`config.mk`:
```
export PLATFORM = sky130hd
export DESIGN_NAME = dhcp_reply_parser
export DESIGN_NICKNAME = d
export VERILOG_FILES = /design/src/hw/rtl/drp_pkg.sv /design/src/hw/rtl/drp_walker.sv /design/src/hw/rtl/drp_verdict.sv /design/src/hw/rtl/dhcp_reply_parser.sv
export SDC_FILE = /design/constraint.sdc
export NUM_CORES = 1
export LEC_CHECK = 0
export ABC_AREA = 1
export BUFFER_PORTS_ARGS = -buffer_cell sky130_fd_sc_hd__buf_2
export CORE_MARGIN = 3
export CORE_UTILIZATION = 36
export CTS_BUF_LIST = sky130_fd_sc_hd__clkbuf_8
export DETAILED_ROUTE_END_ITERATION = 10
export GPL_ROUTABILITY_DRIVEN = 0
export SLEW_MARGIN = 20
export SYNTH_ARGS = -nofsm -noshare
export SYNTH_HDL_FRONTEND = slang
export SYNTH_SLANG_ARGS = --single-unit
```
`constraint.sdc`:
```
create_clock -name clk_i -period 2.5 [get_ports clk_i]
set_clock_uncertainty 0.05 [all_clocks]
set_input_delay 0.375 -clock clk_i [delete_from_list [all_inputs] [get_ports clk_i]]
set_output_delay 0.375 -clock clk_i [all_outputs]
set_load 0.02 [all_outputs]
```
`src/hw/rtl/drp_pkg.sv`:
```
// Types, option codes and helpers shared by the DHCP reply parser modules.
package drp_pkg;

  // Option walker phase
  typedef enum logic [1:0] {
    PH_TYPE  = 2'd0,
    PH_LEN   = 2'd1,
    PH_VALUE = 2'd2
  } phase_e;

  // Per-packet verdict codes
  typedef enum logic [1:0] {
    VERDICT_ERROR = 2'd0,
    VERDICT_ACK   = 2'd1,
    VERDICT_OFFER = 2'd2,
    VERDICT_OTHER = 2'd3
  } verdict_e;

  // DHCP option types
  localparam logic [7:0] OPT_PAD       = 8'd0;
  localparam logic [7:0] OPT_SUBNET    = 8'd1;
  localparam logic [7:0] OPT_ROUTER    = 8'd3;
  localparam logic [7:0] OPT_LEASE     = 8'd51;
  localparam logic [7:0] OPT_MSG_TYPE  = 8'd53;
  localparam logic [7:0] OPT_SERVER_ID = 8'd54;
  localparam logic [7:0] OPT_END       = 8'd255;

  // DHCP message types
  localparam logic [7:0] MSG_OFFER = 8'd2;
  localparam logic [7:0] MSG_ACK   = 8'd5;

  // Found-flag bit positions
  localparam logic [2:0] FLAG_MSG    = 3'd0;
  localparam logic [2:0] FLAG_SUBNET = 3'd1;
  localparam logic [2:0] FLAG_ROUTER = 3'd2;
  localparam logic [2:0] FLAG_SERVER = 3'd3;
  localparam logic [2:0] FLAG_LEASE  = 3'd4;

  // Value slots
  localparam logic [1:0] SLOT_SUBNET = 2'd0;
  localparam logic [1:0] SLOT_ROUTER = 2'd1;
  localparam logic [1:0] SLOT_SERVER = 2'd2;
  localparam logic [1:0] SLOT_LEASE  = 2'd3;

  // Value bytes kept per option; the byte index saturates here
  localparam logic [2:0] VALUE_BYTES = 3'd4;

  // Decode of a wanted option type
  typedef struct packed {
    logic       hit;
    logic       is_kind;
    logic [2:0] flag;
    logic [1:0] slot;
  } opt_sel_t;

  // Beat control from the input stage
  typedef struct packed {
    logic take;
    logic last;
  } beat_ctl_t;

  // Packet summary after the current beat
  typedef struct packed {
    logic        id_match;
    logic [4:0]  found;
    logic [7:0]  kind;
    logic [31:0] yaddr;
    logic [31:0] mask;
    logic [31:0] router;
    logic [31:0] server;
    logic [31:0] lease;
  } pkt_sum_t;

  function automatic opt_sel_t opt_select(logic [7:0] opt_type);
    opt_sel_t sel;
    sel = '0;
    case (opt_type)
      OPT_MSG_TYPE: begin
        sel.hit     = 1'b1;
        sel.is_kind = 1'b1;
        sel.flag    = FLAG_MSG;
      end
      OPT_SUBNET: begin
        sel.hit  = 1'b1;
        sel.flag = FLAG_SUBNET;
        sel.slot = SLOT_SUBNET;
      end
      OPT_ROUTER: begin
        sel.hit  = 1'b1;
        sel.flag = FLAG_ROUTER;
        sel.slot = SLOT_ROUTER;
      end
      OPT_SERVER_ID: begin
        sel.hit  = 1'b1;
        sel.flag = FLAG_SERVER;
        sel.slot = SLOT_SERVER;
      end
      OPT_LEASE: begin
        sel.hit  = 1'b1;
        sel.flag = FLAG_LEASE;
        sel.slot = SLOT_LEASE;
      end
      default: sel = '0;
    endcase
    return sel;
  endfunction

endpackage

```
`src/hw/rtl/drp_walker.sv`:
```
// Per-byte header check, yiaddr capture and option TLV walker with its state.
module drp_walker import drp_pkg::*; #(
  parameter int unsigned PACKET_BYTES_MAX = 1024
) (
  input  logic        clk_i,
  input  logic        rst_ni,
  input  beat_ctl_t   ctl_i,
  input  logic [7:0]  byte_i,
  input  logic [31:0] tid_i,
  output pkt_sum_t    sum_o
);

  localparam int unsigned OffW = $clog2(PACKET_BYTES_MAX + 1);
  localparam logic [OffW-1:0] OffLimit = OffW'(PACKET_BYTES_MAX);
  localparam logic [OffW-1:0] IdFirst  = OffW'(4);
  localparam logic [OffW-1:0] IdLast   = OffW'(7);
  localparam logic [OffW-1:0] YaFirst  = OffW'(16);
  localparam logic [OffW-1:0] YaLast   = OffW'(19);
  localparam logic [OffW-1:0] OptStart = OffW'(240);

  logic [OffW-1:0] off_q, off_d;
  phase_e          phase_q, phase_d;
  logic [7:0]      type_q, type_d;
  logic [7:0]      remain_q, remain_d;
  logic [2:0]      vidx_q, vidx_d;
  logic            id_match_q, id_match_d;
  logic            end_q, end_d;
  logic [31:0]     yaddr_q, yaddr_d;
  logic [4:0]      found_q, found_d;
  logic [7:0]      kind_q, kind_d;
  logic [31:0]     vals_q [4];
  logic [31:0]     vals_d [4];

  opt_sel_t        sel;
  logic            capture;
  logic [7:0]      tid_byte;

  assign sel     = opt_select(type_q);
  assign capture = sel.hit && !found_q[sel.flag];

  // Expected id byte for this header offset, first wire byte most significant
  always_comb begin
    unique case (off_q[1:0])
      2'd0:    tid_byte = tid_i[31:24];
      2'd1:    tid_byte = tid_i[23:16];
      2'd2:    tid_byte = tid_i[15:8];
      default: tid_byte = tid_i[7:0];
    endcase
  end

  // Next state after this byte
  always_comb begin
    off_d      = off_q;
    phase_d    = phase_q;
    type_d     = type_q;
    remain_d   = remain_q;
    vidx_d     = vidx_q;
    id_match_d = id_match_q;
    end_d      = end_q;
    yaddr_d    = yaddr_q;
    found_d    = found_q;
    kind_d     = kind_q;
    vals_d     = vals_q;

    if (off_q < OffLimit) begin
      if (off_q >= IdFirst && off_q <= IdLast) begin
        if (tid_byte != byte_i) id_match_d = 1'b0;
      end else if (off_q >= YaFirst && off_q <= YaLast) begin
        yaddr_d = {yaddr_q[23:0], byte_i};
      end else if (off_q >= OptStart && !end_q) begin
        unique case (phase_q)
          PH_LEN: begin
            remain_d = byte_i;
            vidx_d   = 3'd0;
            if (capture) begin
              if (sel.is_kind) kind_d = 8'd0;
              else             vals_d[sel.slot] = 32'd0;
            end
            if (byte_i == 8'd0) begin
              if (sel.hit) found_d[sel.flag] = 1'b1;
              phase_d = PH_TYPE;
            end else begin
              phase_d = PH_VALUE;
            end
          end
          PH_VALUE: begin
            if (capture && vidx_q != VALUE_BYTES) begin
              if (sel.is_kind) begin
                if (vidx_q == 3'd0) kind_d = byte_i;
              end else begin
                unique case (vidx_q[1:0])
                  2'd0: vals_d[sel.slot][31:24] = vals_q[sel.slot][31:24] | byte_i;
                  2'd1: vals_d[sel.slot][23:16] = vals_q[sel.slot][23:16] | byte_i;
                  2'd2: vals_d[sel.slot][15:8]  = vals_q[sel.slot][15:8]  | byte_i;
                  default: vals_d[sel.slot][7:0] = vals_q[sel.slot][7:0] | byte_i;
                endcase
              end
            end
            if (vidx_q != VALUE_BYTES) vidx_d = vidx_q + 3'd1;
            remain_d = remain_q - 8'd1;
            if (remain_d == 8'd0) begin
              if (sel.hit) found_d[sel.flag] = 1'b1;
              phase_d = PH_TYPE;
            end
          end
          default: begin
            // pad takes one byte; END stops the walk
            if (byte_i == OPT_END) begin
              end_d = 1'b1;
            end else if (byte_i != OPT_PAD) begin
              type_d  = byte_i;
              phase_d = PH_LEN;
            end
          end
        endcase
      end
      off_d = off_q + 1'b1;
    end
  end

  // Summary seen by the verdict stage
  assign sum_o.id_match = id_match_d;
  assign sum_o.found    = found_d;
  assign sum_o.kind     = kind_d;
  assign sum_o.yaddr    = yaddr_d;
  assign sum_o.mask     = vals_d[SLOT_SUBNET];
  assign sum_o.router   = vals_d[SLOT_ROUTER];
  assign sum_o.server   = vals_d[SLOT_SERVER];
  assign sum_o.lease    = vals_d[SLOT_LEASE];

  // Parser state; cleared after the final byte of each packet
  always_ff @(posedge clk_i or negedge rst_ni) begin
    if (!rst_ni) begin
      off_q      <= '0;
      phase_q    <= PH_TYPE;
      type_q     <= '0;
      remain_q   <= '0;
      vidx_q     <= '0;
      id_match_q <= 1'b1;
      end_q      <= 1'b0;
      yaddr_q    <= '0;
      found_q    <= '0;
      kind_q     <= '0;
      vals_q     <= '{default: '0};
    end else if (ctl_i.take) begin
      if (ctl_i.last) begin
        off_q      <= '0;
        phase_q    <= PH_TYPE;
        type_q     <= '0;
        remain_q   <= '0;
        vidx_q     <= '0;
        id_match_q <= 1'b1;
        end_q      <= 1'b0;
        yaddr_q    <= '0;
        found_q    <= '0;
        kind_q     <= '0;
        vals_q     <= '{default: '0};
      end else begin
        off_q      <= off_d;
        phase_q    <= phase_d;
        type_q     <= type_d;
        remain_q   <= remain_d;
        vidx_q     <= vidx_d;
        id_match_q <= id_match_d;
        end_q      <= end_d;
        yaddr_q    <= yaddr_d;
        found_q    <= found_d;
        kind_q     <= kind_d;
        vals_q     <= vals_d;
      end
    end
  end

endmodule

```
`src/hw/rtl/drp_verdict.sv`:
```
// Packet verdict, latched lease/offer/ack values and the result register.
module drp_verdict import drp_pkg::*; (
  input  logic        clk_i,
  input  logic        rst_ni,
  input  beat_ctl_t   ctl_i,
  input  pkt_sum_t    sum_i,
  input  logic        out_stall_i,
  output logic        out_valid_o,
  output logic [1:0]  verdict_o,
  output logic [31:0] offered_ip_o,
  output logic [31:0] server_ip_o,
  output logic [31:0] lease_seconds_o,
  output logic [31:0] subnet_mask_out_o,
  output logic [31:0] gateway_out_o
);

  verdict_e    verdict_q, verdict_d;
  logic        out_valid_q, out_valid_d;
  logic [31:0] offer_q, server_q, lease_q, mask_q, gateway_q;
  logic        finish;

  assign finish = ctl_i.take && ctl_i.last;

  // Judge the packet as it stands after its final byte
  always_comb begin
    priority if (!sum_i.id_match || !sum_i.found[FLAG_MSG]) begin
      verdict_d = VERDICT_ERROR;
    end else if (sum_i.kind == MSG_ACK) begin
      if (offer_q != sum_i.yaddr || !sum_i.found[FLAG_SUBNET] || !sum_i.found[FLAG_ROUTER])
        verdict_d = VERDICT_ERROR;
      else
        verdict_d = VERDICT_ACK;
    end else if (sum_i.kind == MSG_OFFER) begin
      if (!sum_i.found[FLAG_SERVER] || !sum_i.found[FLAG_LEASE])
        verdict_d = VERDICT_ERROR;
      else
        verdict_d = VERDICT_OFFER;
    end else begin
      verdict_d = VERDICT_OTHER;
    end
  end

  // Result valid: set on a final byte, dropped once taken
  always_comb begin
    out_valid_d = out_valid_q;
    if (finish)            out_valid_d = 1'b1;
    else if (!out_stall_i) out_valid_d = 1'b0;
  end

  always_ff @(posedge clk_i or negedge rst_ni) begin
    if (!rst_ni) begin
      out_valid_q <= 1'b0;
      verdict_q   <= VERDICT_ERROR;
      offer_q     <= '0;
      server_q    <= '0;
      lease_q     <= '0;
      mask_q      <= '0;
      gateway_q   <= '0;
    end else begin
      out_valid_q <= out_valid_d;
      if (finish) begin
        verdict_q <= verdict_d;
        if (verdict_d == VERDICT_ACK) begin
          mask_q    <= sum_i.mask;
          gateway_q <= sum_i.router;
        end
        if (verdict_d == VERDICT_OFFER) begin
          offer_q  <= sum_i.yaddr;
          server_q <= sum_i.server;
          lease_q  <= sum_i.lease;
        end
      end
    end
  end

  // Latched values change only with a new result, so they hold while stalled
  assign out_valid_o       = out_valid_q;
  assign verdict_o         = verdict_q;
  assign offered_ip_o      = offer_q;
  assign server_ip_o       = server_q;
  assign lease_seconds_o   = lease_q;
  assign subnet_mask_out_o = mask_q;
  assign gateway_out_o     = gateway_q;

endmodule

```
`src/hw/rtl/dhcp_reply_parser.sv`:
```
// Top level of the byte-serial DHCP reply parser.
//
//  channel  | direction | handshake               | payload
//  ---------+-----------+-------------------------+------------------------------------
//  in       | sink      | in_valid_i / in_stall_o | packet_byte_i, last_byte_i
//  out      | source    | out_valid_o/out_stall_i | verdict_o, send_request_o, 5 x 32b
//  cfg      | sink      | cfg_we_i                | cfg_wdata_i (transaction id)
//
// One byte is taken every cycle unless a final byte is stalled; a result passes
// through the input register, then the result register.
// The only stall comes from a final byte that meets a result still held by the
// output side; ordinary bytes flow on regardless.
// Reset clears latched values and the transaction id to zero and returns the parser to its start state.
module dhcp_reply_parser import drp_pkg::*; #(
  parameter int unsigned PACKET_BYTES_MAX = 1024
) (
  input  logic        clk_i,
  input  logic        rst_ni,
  input  logic        cfg_we_i,
  input  logic [31:0] cfg_wdata_i,
  input  logic        in_valid_i,
  output logic        in_stall_o,
  input  logic [7:0]  packet_byte_i,
  input  logic        last_byte_i,
  output logic        out_valid_o,
  input  logic        out_stall_i,
  output logic [1:0]  verdict_o,
  output logic        send_request_o,
  output logic [31:0] offered_ip_o,
  output logic [31:0] server_ip_o,
  output logic [31:0] lease_seconds_o,
  output logic [31:0] subnet_mask_out_o,
  output logic [31:0] gateway_out_o
);

  logic [31:0] tid_q;
  logic        in_valid_q;
  logic [7:0]  byte_q;
  logic        last_q;
  beat_ctl_t   ctl;
  pkt_sum_t    sum;

  // Transaction id register
  always_ff @(posedge clk_i or negedge rst_ni) begin
    if (!rst_ni) begin
      tid_q <= '0;
    end else if (cfg_we_i) begin
      tid_q <= cfg_wdata_i;
    end
  end

  // A final byte waits only while the result register is full and stalled
  assign ctl.take   = in_valid_q && (!last_q || !out_valid_o || !out_stall_i);
  assign ctl.last   = last_q;
  assign in_stall_o = in_valid_q && !ctl.take;

  // Input register
  always_ff @(posedge clk_i or negedge rst_ni) begin
    if (!rst_ni) begin
      in_valid_q <= 1'b0;
    end else if (!in_stall_o) begin
      in_valid_q <= in_valid_i;
    end
  end

  always_ff @(posedge clk_i) begin
    if (!in_stall_o) begin
      byte_q <= packet_byte_i;
      last_q <= last_byte_i;
    end
  end

  drp_walker #(
    .PACKET_BYTES_MAX(PACKET_BYTES_MAX)
  ) u_walker (
    .clk_i  (clk_i),
    .rst_ni (rst_ni),
    .ctl_i  (ctl),
    .byte_i (byte_q),
    .tid_i  (tid_q),
    .sum_o  (sum)
  );

  drp_verdict u_verdict (
    .clk_i             (clk_i),
    .rst_ni            (rst_ni),
    .ctl_i             (ctl),
    .sum_i             (sum),
    .out_stall_i       (out_stall_i),
    .out_valid_o       (out_valid_o),
    .verdict_o         (verdict_o),
    .offered_ip_o      (offered_ip_o),
    .server_ip_o       (server_ip_o),
    .lease_seconds_o   (lease_seconds_o),
    .subnet_mask_out_o (subnet_mask_out_o),
    .gateway_out_o     (gateway_out_o)
  );

  assign send_request_o = (verdict_o == VERDICT_OFFER);

endmodule

```
==> results.json, run 1 <==
{
  "worst_r2r_endpoint": "u_verdict.subnet_mask_out_o[25]",
  "cts_max_path_buffers": 3,
  "fmax_mhz": 318.7,
  "crit_path_max_fanout": 10,
  "syn_inst": 2927,
  "yosys_register_bits": 412,
  "critPathTopFamily": "simple AND/OR/NAND/NOR gates",
  "dieArea_um2": 64680,
  "final_common_cell": "nand2_1",
  "final_nets": 3526,
  "ir_worst_vdd_v": 0.0004933,
  "wl_per_cell_um": 18.95,
  "setup_violations": 290,
  "critical_path_buf_inv_count": 4,
  "final_cells": 4306,
  "violations": "setup timing",
  "area_growth_pct": 35.53,
  "status": "finished with violations",
  "path_clk_slew_ps": 60,
  "synth-compound-area-share_pct": 20.41,
  "hold_ws_ps": 142.7,
  "grt_pass1_vias": 21590,
  "cts.sinks": 412,
  "vias": 22670,
  "synth_top_cells_by_area": "dfrtp_1 (45%), nand2_1 (16%), o21ai_0 (8.9%), inv_1 (5.1%), a21oi_1 (2.3%)",
  "grt_max_degree": 140,
  "grt_usage_pct": 24.16,
  "cts_inserted_buffers": 78,
  "ys_seq_area_share_pct": 46.65,
  "hold_class": "in -> async",
  "p_per_area_nw_per_um2": 630.6,
  "crit_arrival_ps": 3690,
  "synth_top_family_by_area": "simple AND/OR/NAND/NOR gates",
  "postRouteAntennaNets": 0,
  "worst_pin_slew_ps": 758.7,
  "synthMuxAreaShare_pct": 0.7609,
  "fin_crit_sh_pct": 125.5,
  "timing.rr.start": "u_walker.off_q[0]",
  "rsz0062_at_grt": "yes",
  "synth_top_cell_area_share_pct": 45.32,
  "crit_slowest_cell": "dfrtp_2",
  "syn_avg_cell_area_um2": 7.584,
  "yosys_warnings": 0,
  "cap_violations": 0,
  "path_class": "reg -> reg",
  "crit_path_cell_trace": "nand2_1 > nor2_4 > nor2_4 > nand2_8 > clkbuf_16 > o21ai_1 > xor2_1 > nor3_2 > nand2_1 > nor2_2 > nand3_2 > nand3_2 > nand3_4 > nor2_4 > buf_12 > buf_12 > clkbuf_16 > nand2_2 > nand2_1",
  "dp_hpwl_um": 54860,
  "yosysTopAreaCell": "dfrtp_1",
  "cts_tree": "done",
  "critPathRequiredTime_ps": 3050,
  "drc_errors": 0,
  "antenna_found_initial": 2,
  "hold_viol_final": 0,
  "synth_fp_nets": 2985,
  "layout_min_cycle_time_ps": 3138,
  "ioPinCount": 211,
  "routed_wl_um": 81590,
  "first_iter_violations": 1773,
  "yosys.area_share.adder_pct": 0.6764,
  "yosysUniqueCellTypes": 50,
  "dp.cells": 4090,
  "clock_latency_ps": 680,
  "synth-simple-area-share_pct": 20.83,
  "core.rowCount": 90,
  "core-area_um2": 60700,
  "port_buffers": 210,
  "leakage_uw": 0.01516,
  "synthArstFlopShare_pct": 97.82,
  "firstDrtPassIters": 6,
  "ff2ff_path_depth": 19,
  "htreeDepth": 3,
  "synth_flop_cell": "dfrtp_1",
  "setup_slack_ps": -638.1,
  "max_slew_margin_pct": 49.42,
  "worst_setup_path_start_kind": "flip-flop",
  "final_layout_size_suffix_gt1_share_pct": 26.86,
  "root_buffer": "clkbuf_8",
  "mostFrequentLayoutCells": "nand2_1 (859), dfrtp_1 (400), o21ai_0 (361), inv_1 (316), buf_4 (299)",
  "endpoint_kind": "flip-flop",
  "fillers": 5840,
  "worst-path-stages": 19,
  "cpPeakStageDelay_ps": 440,
  "synth_xor_area_share_pct": 1.697,
  "synthesis.area_um2": 22200,
  "die_x_um": 254.3,
  "start_util_pct": 36.57,
  "grt_first_pass_wirelength_um": 122300,
  "finalMaxSlewViolations": 0,
  "via_per_inst": 5.266,
  "synth_edf_count": 9,
  "die_h_um": 254.3,
  "rrSetupSlack_ps": -640,
  "globalRouteOverflowTotal": 0
}
==> how the worst max path moves through the flow <==
| stage | slack [ps] | end | from |
|---|---|---|---|
| 2_1_floorplan | -160 | u_verdict.subnet_mask_out_o[2] | u_walker.type_q[2] |
| 3_3_place_gp | -780 | u_verdict.gateway_out_o[13] | u_walker.off_q[0] |
| 3_5_place_dp | -750 | u_verdict.gateway_out_o[15] | u_walker.off_q[0] |
| 4_1_cts | -550 | u_verdict.subnet_mask_out_o[0] | u_walker.off_q[0] |
| 5_1_grt | -800 | u_verdict.gateway_out_o[31] | u_walker.type_q[6] |
| 6_report | -640 | u_verdict.subnet_mask_out_o[25] | u_walker.off_q[0] |
==> registers in the layout, indices dropped and copies added, names as in the netlist, 2 cells and up <==
name / flops
byte_q: 8
tid_q: 32
u_verdict.gateway_out_o: 32
u_verdict.lease_seconds_o: 32
u_verdict.offered_ip_o: 32
u_verdict.server_ip_o: 32
u_verdict.subnet_mask_out_o: 32
u_verdict.verdict_o: 2
u_walker.found_q: 5
u_walker.kind_q: 8
u_walker.off_q: 11
u_walker.phase_q: 2
u_walker.remain_q: 8
u_walker.type_q: 8
u_walker.vals_q: 128
u_walker.vidx_q: 3
u_walker.yaddr_q: 32
==> per-layer routing <==
layer  track usage (%)  share of wire, %  up-vias
met2             39.93                48      913
met5                 0                 0        -
met3             4.008               6.9      202
li1                  -                 -    10790
met1             31.36                41    10770
met4             10.53               4.0        0
==> final cells by class <==
| cell class | instances | area [um2] | area share, % |
|---|---|---|---|
| Multi-Input combinational cell | 2024 | 10680 | 35.51 |
| Sequential cell | 412 | 10360 | 34.43 |
| Timing Repair Buffer | 635 | 5271 | 17.52 |
| Clock buffer | 101 | 1390 | 4.620 |
| Inverter | 317 | 1221 | 4.059 |
| Tap cell | 782 | 978.4 | 3.252 |
| Clock inverter | 33 | 176.4 | 0.5864 |
| Antenna cell | 2 | 5.005 | 0.01664 |
==> logic make-up (layout without fill, tap and decap cells) <==
kind of cell,Yosys count,after routing
simple gates,1158,1158
flops,412,412
xor+xnor,43,43
other cells,0,2
fa+ha+maj,12,12
buf+inv,491,1086
mux,15,15
compound gates,796,796
==> synth_stat cells, drive strengths merged (30+ instances only) <==
cell type,number
nand3,58
o221ai,30
nor2,101
dfrtp,402
o21ai,479
xor2,30
buf,70
inv,314
nand2,956
o22ai,75
clkbuf,104
a21oi,103
==> report_power, final <==
| group | internal [uW] | switching (uW) | total [uW] |
|---|---|---|---|
| Combinational | 1850 | 3160 | 5010 |
| Clock | 3710 | 3040 | 6740 |
| Sequential | 7010 | 203 | 7220 |
==> metrics by stage <==
stage	setup TNS (ps)	utilization, %	total power, uW	instance area (um2)	setup WS, ps
final	-133370	49.57	18970	30090	-638.1
after global routing	-183870	49.56	19840	30080	-798.5
after CTS	-122520	47.71	18860	28960	-547.1
after detailed placement	-161680	43.94	11980	26670	-753.0
after global placement	-163430	43.94	11950	26670	-781.8
after floorplan	-27500	-	9657	22420	-156.5
==> what timing repair did <==
action	in CTS	in global routing
endpoints found under the hold margin	334	0
setup buffers	0	20
cloned	2	14
pin swaps	3	54
hold buffers	44	0
setup endpoints to repair	298	292
resized for setup	74	197
Power figures use the tool's default switching activity.
==> run 2, diff against run 1 <==
- GPL_ROUTABILITY_DRIVEN: 0 -> default
- MAX_ROUTING_LAYER: default -> met4
==> run 2 against run 1 <==
The run still ends with setup timing left. Worst setup slack improved by 18 ps. Non-clock buffer count increased by 1. Fmax increased by 0.59%. First-iteration DRC count increased by 3.7%. Critical path depth unchanged. Sequential power about the same. Global-route usage increased by 0.74 points. Sequential share of layout area about the same. Final cell count about the same. Largest power group unchanged.
==> results.json, run 2 (synthesis results as in run 1) <==
{
  "ioPinCount": 211,
  "hold_viol_final": 0,
  "hold_class": "in -> async",
  "root_buffer": "clkbuf_8",
  "worst_setup_path_start_kind": "flip-flop",
  "rsz0062_at_grt": "yes",
  "power_uw": 18960,
  "ir_worst_vdd_v": 0.0004954,
  "path_class": "reg -> reg",
  "cap_violations": 0,
  "final_util_pct": 49.61,
  "grt_max_degree": 140,
  "crit_path_max_fanout": 10,
  "crit_arrival_ps": 3690,
  "fin_crit_sh_pct": 124.8,
  "grt_usage_pct": 24.90,
  "cts_tree": "done",
  "regMostFlops": "u_walker.vals_q",
  "leakage_uw": 0.01518,
  "htreeDepth": 3,
  "final_area_um2": 30110,
  "final_layout_size_suffix_gt1_share_pct": 26.91,
  "worst_pin_slew_ps": 756.9,
  "fmax_mhz": 320.6,
  "routed_wl_um": 81610,
  "first_iter_violations": 1839,
  "via_per_inst": 5.280,
  "dieArea_um2": 64680,
  "worst_r2r_endpoint": "u_verdict.subnet_mask_out_o[12]",
  "cts.sinks": 412,
  "antenna_found_initial": 2,
  "place_area_um2": 26670,
  "largest_reg_flops": 128,
  "wl_per_cell_um": 18.95,
  "dp_hpwl_um": 54860,
  "cts_max_path_buffers": 3,
  "gp_congestion": 0.9052,
  "globalRouteOverflowTotal": 0,
  "area_growth_pct": 35.66,
  "port_buffers": 210,
  "postRouteAntennaNets": 0,
  "critPathRequiredTime_ps": 3070,
  "setup_violations": 290,
  "core-area_um2": 60700,
  "violations": "setup timing",
  "vias": 22740,
  "startpoint": "u_walker.off_q[0]",
  "start_util_pct": 36.57,
  "mostFrequentLayoutCells": "nand2_1 (859), dfrtp_1 (399), o21ai_0 (361), inv_1 (316), buf_4 (295)",
  "max_slew_margin_pct": 49.54,
  "hold_ws_ps": 141.4,
  "die_h_um": 254.3,
  "grt_pass1_vias": 21580,
  "firstDrtPassIters": 5,
  "clock_latency_ps": 680,
  "drc_errors": 0,
  "grt_first_pass_wirelength_um": 122200,
  "final_common_cell": "nand2_1",
  "setup_slack_ps": -619.6,
  "cts_inserted_buffers": 78,
  "ff2ff_path_depth": 19,
  "tns_ps": -129610,
  "finalMaxSlewViolations": 0,
  "timing.rr.start": "u_walker.off_q[0]",
  "path_clk_slew_ps": 60,
  "endpoint_kind": "flip-flop",
  "final_nets": 3527,
  "core.rowCount": 90,
  "p_per_area_nw_per_um2": 629.7,
  "layout_min_cycle_time_ps": 3120,
  "die_x_um": 254.3,
  "rrSetupSlack_ps": -620,
  "status": "finished with violations"
}
-- run 2: changes by cell type in the layout (fill, tap and decap cells not counted), sizes merged --
cell,change
clkbuf,+1
-- run 2: stage by stage --
stage / setup WS (ps) / cells
after floorplan: -156.5 / 2927
after global placement: -781.8 / 4090
after detailed placement: -753.0 / 4090
after CTS: -547.1 / 4270
after global routing: -798.0 / 4307
final: -619.6 / 4307
-- run 2: worst max-delay path by stage --
stage                                                 end  slack, ps  cells past startpoint
final                     u_verdict.subnet_mask_out_o[12]       -620                     19
after global routing          u_verdict.gateway_out_o[21]       -800                     19
after CTS                  u_verdict.subnet_mask_out_o[0]       -550                     19
after detailed placement      u_verdict.gateway_out_o[15]       -750                     20
after global placement        u_verdict.gateway_out_o[13]       -780                     20
after floorplan            u_verdict.subnet_mask_out_o[2]       -160                     24
-- run 2: where the power goes --
group / internal, uW / switching, uW
sequential: 7010 / 202
combinational: 1850 / 3160
clock: 3710 / 3030
-- run 2: layer usage --
metal / wire (um) / up-vias / global-route usage (%) / share of wire (%)
met4: 3344 / 0 / 10.53 / 4.1
met5: 0 / - / - / 0
met2: 39080 / 917 / 39.85 / 48
met3: 5399 / 210 / 3.926 / 6.6
met1: 33790 / 10830 / 31.47 / 41
li1: - / 10780 / - / -
-- run 2: area by class of cell --
class / count / area (um2)
Antenna cell: 2 / 5.005
Clock buffer: 101 / 1390
Clock inverter: 33 / 176.4
Fill cell: 5839 / 30580
Inverter: 317 / 1221
Multi-Input combinational cell: 2024 / 10690
Sequential cell: 412 / 10360
Tap cell: 782 / 978.4
Timing Repair Buffer: 636 / 5294
-- run 2: critical path: stages (launching register included) --
cell and delay, ps:
dfrtp_2 440, nand2_1 150, nor2_4 60, nor2_4 160, nand2_8 140, clkbuf_16 210, o21ai_1 250, xor2_1 140
nor3_2 180, nand2_1 90, nor2_2 160, nand3_2 100, nand3_2 130, nand3_4 100, nor2_4 110, buf_12 140
buf_12 160, clkbuf_16 170, nand2_1 50, nand2_1 50
-- run 2: timing repair --
item | in CTS | in global routing
setup endpoints to repair | 298 | 290
pin swaps | 3 | 55
resized for setup | 74 | 203
gates cloned | 2 | 15
hold buffers | 44 | 0
setup buffers | 0 | 19
hold endpoints to repair | 334 | 0
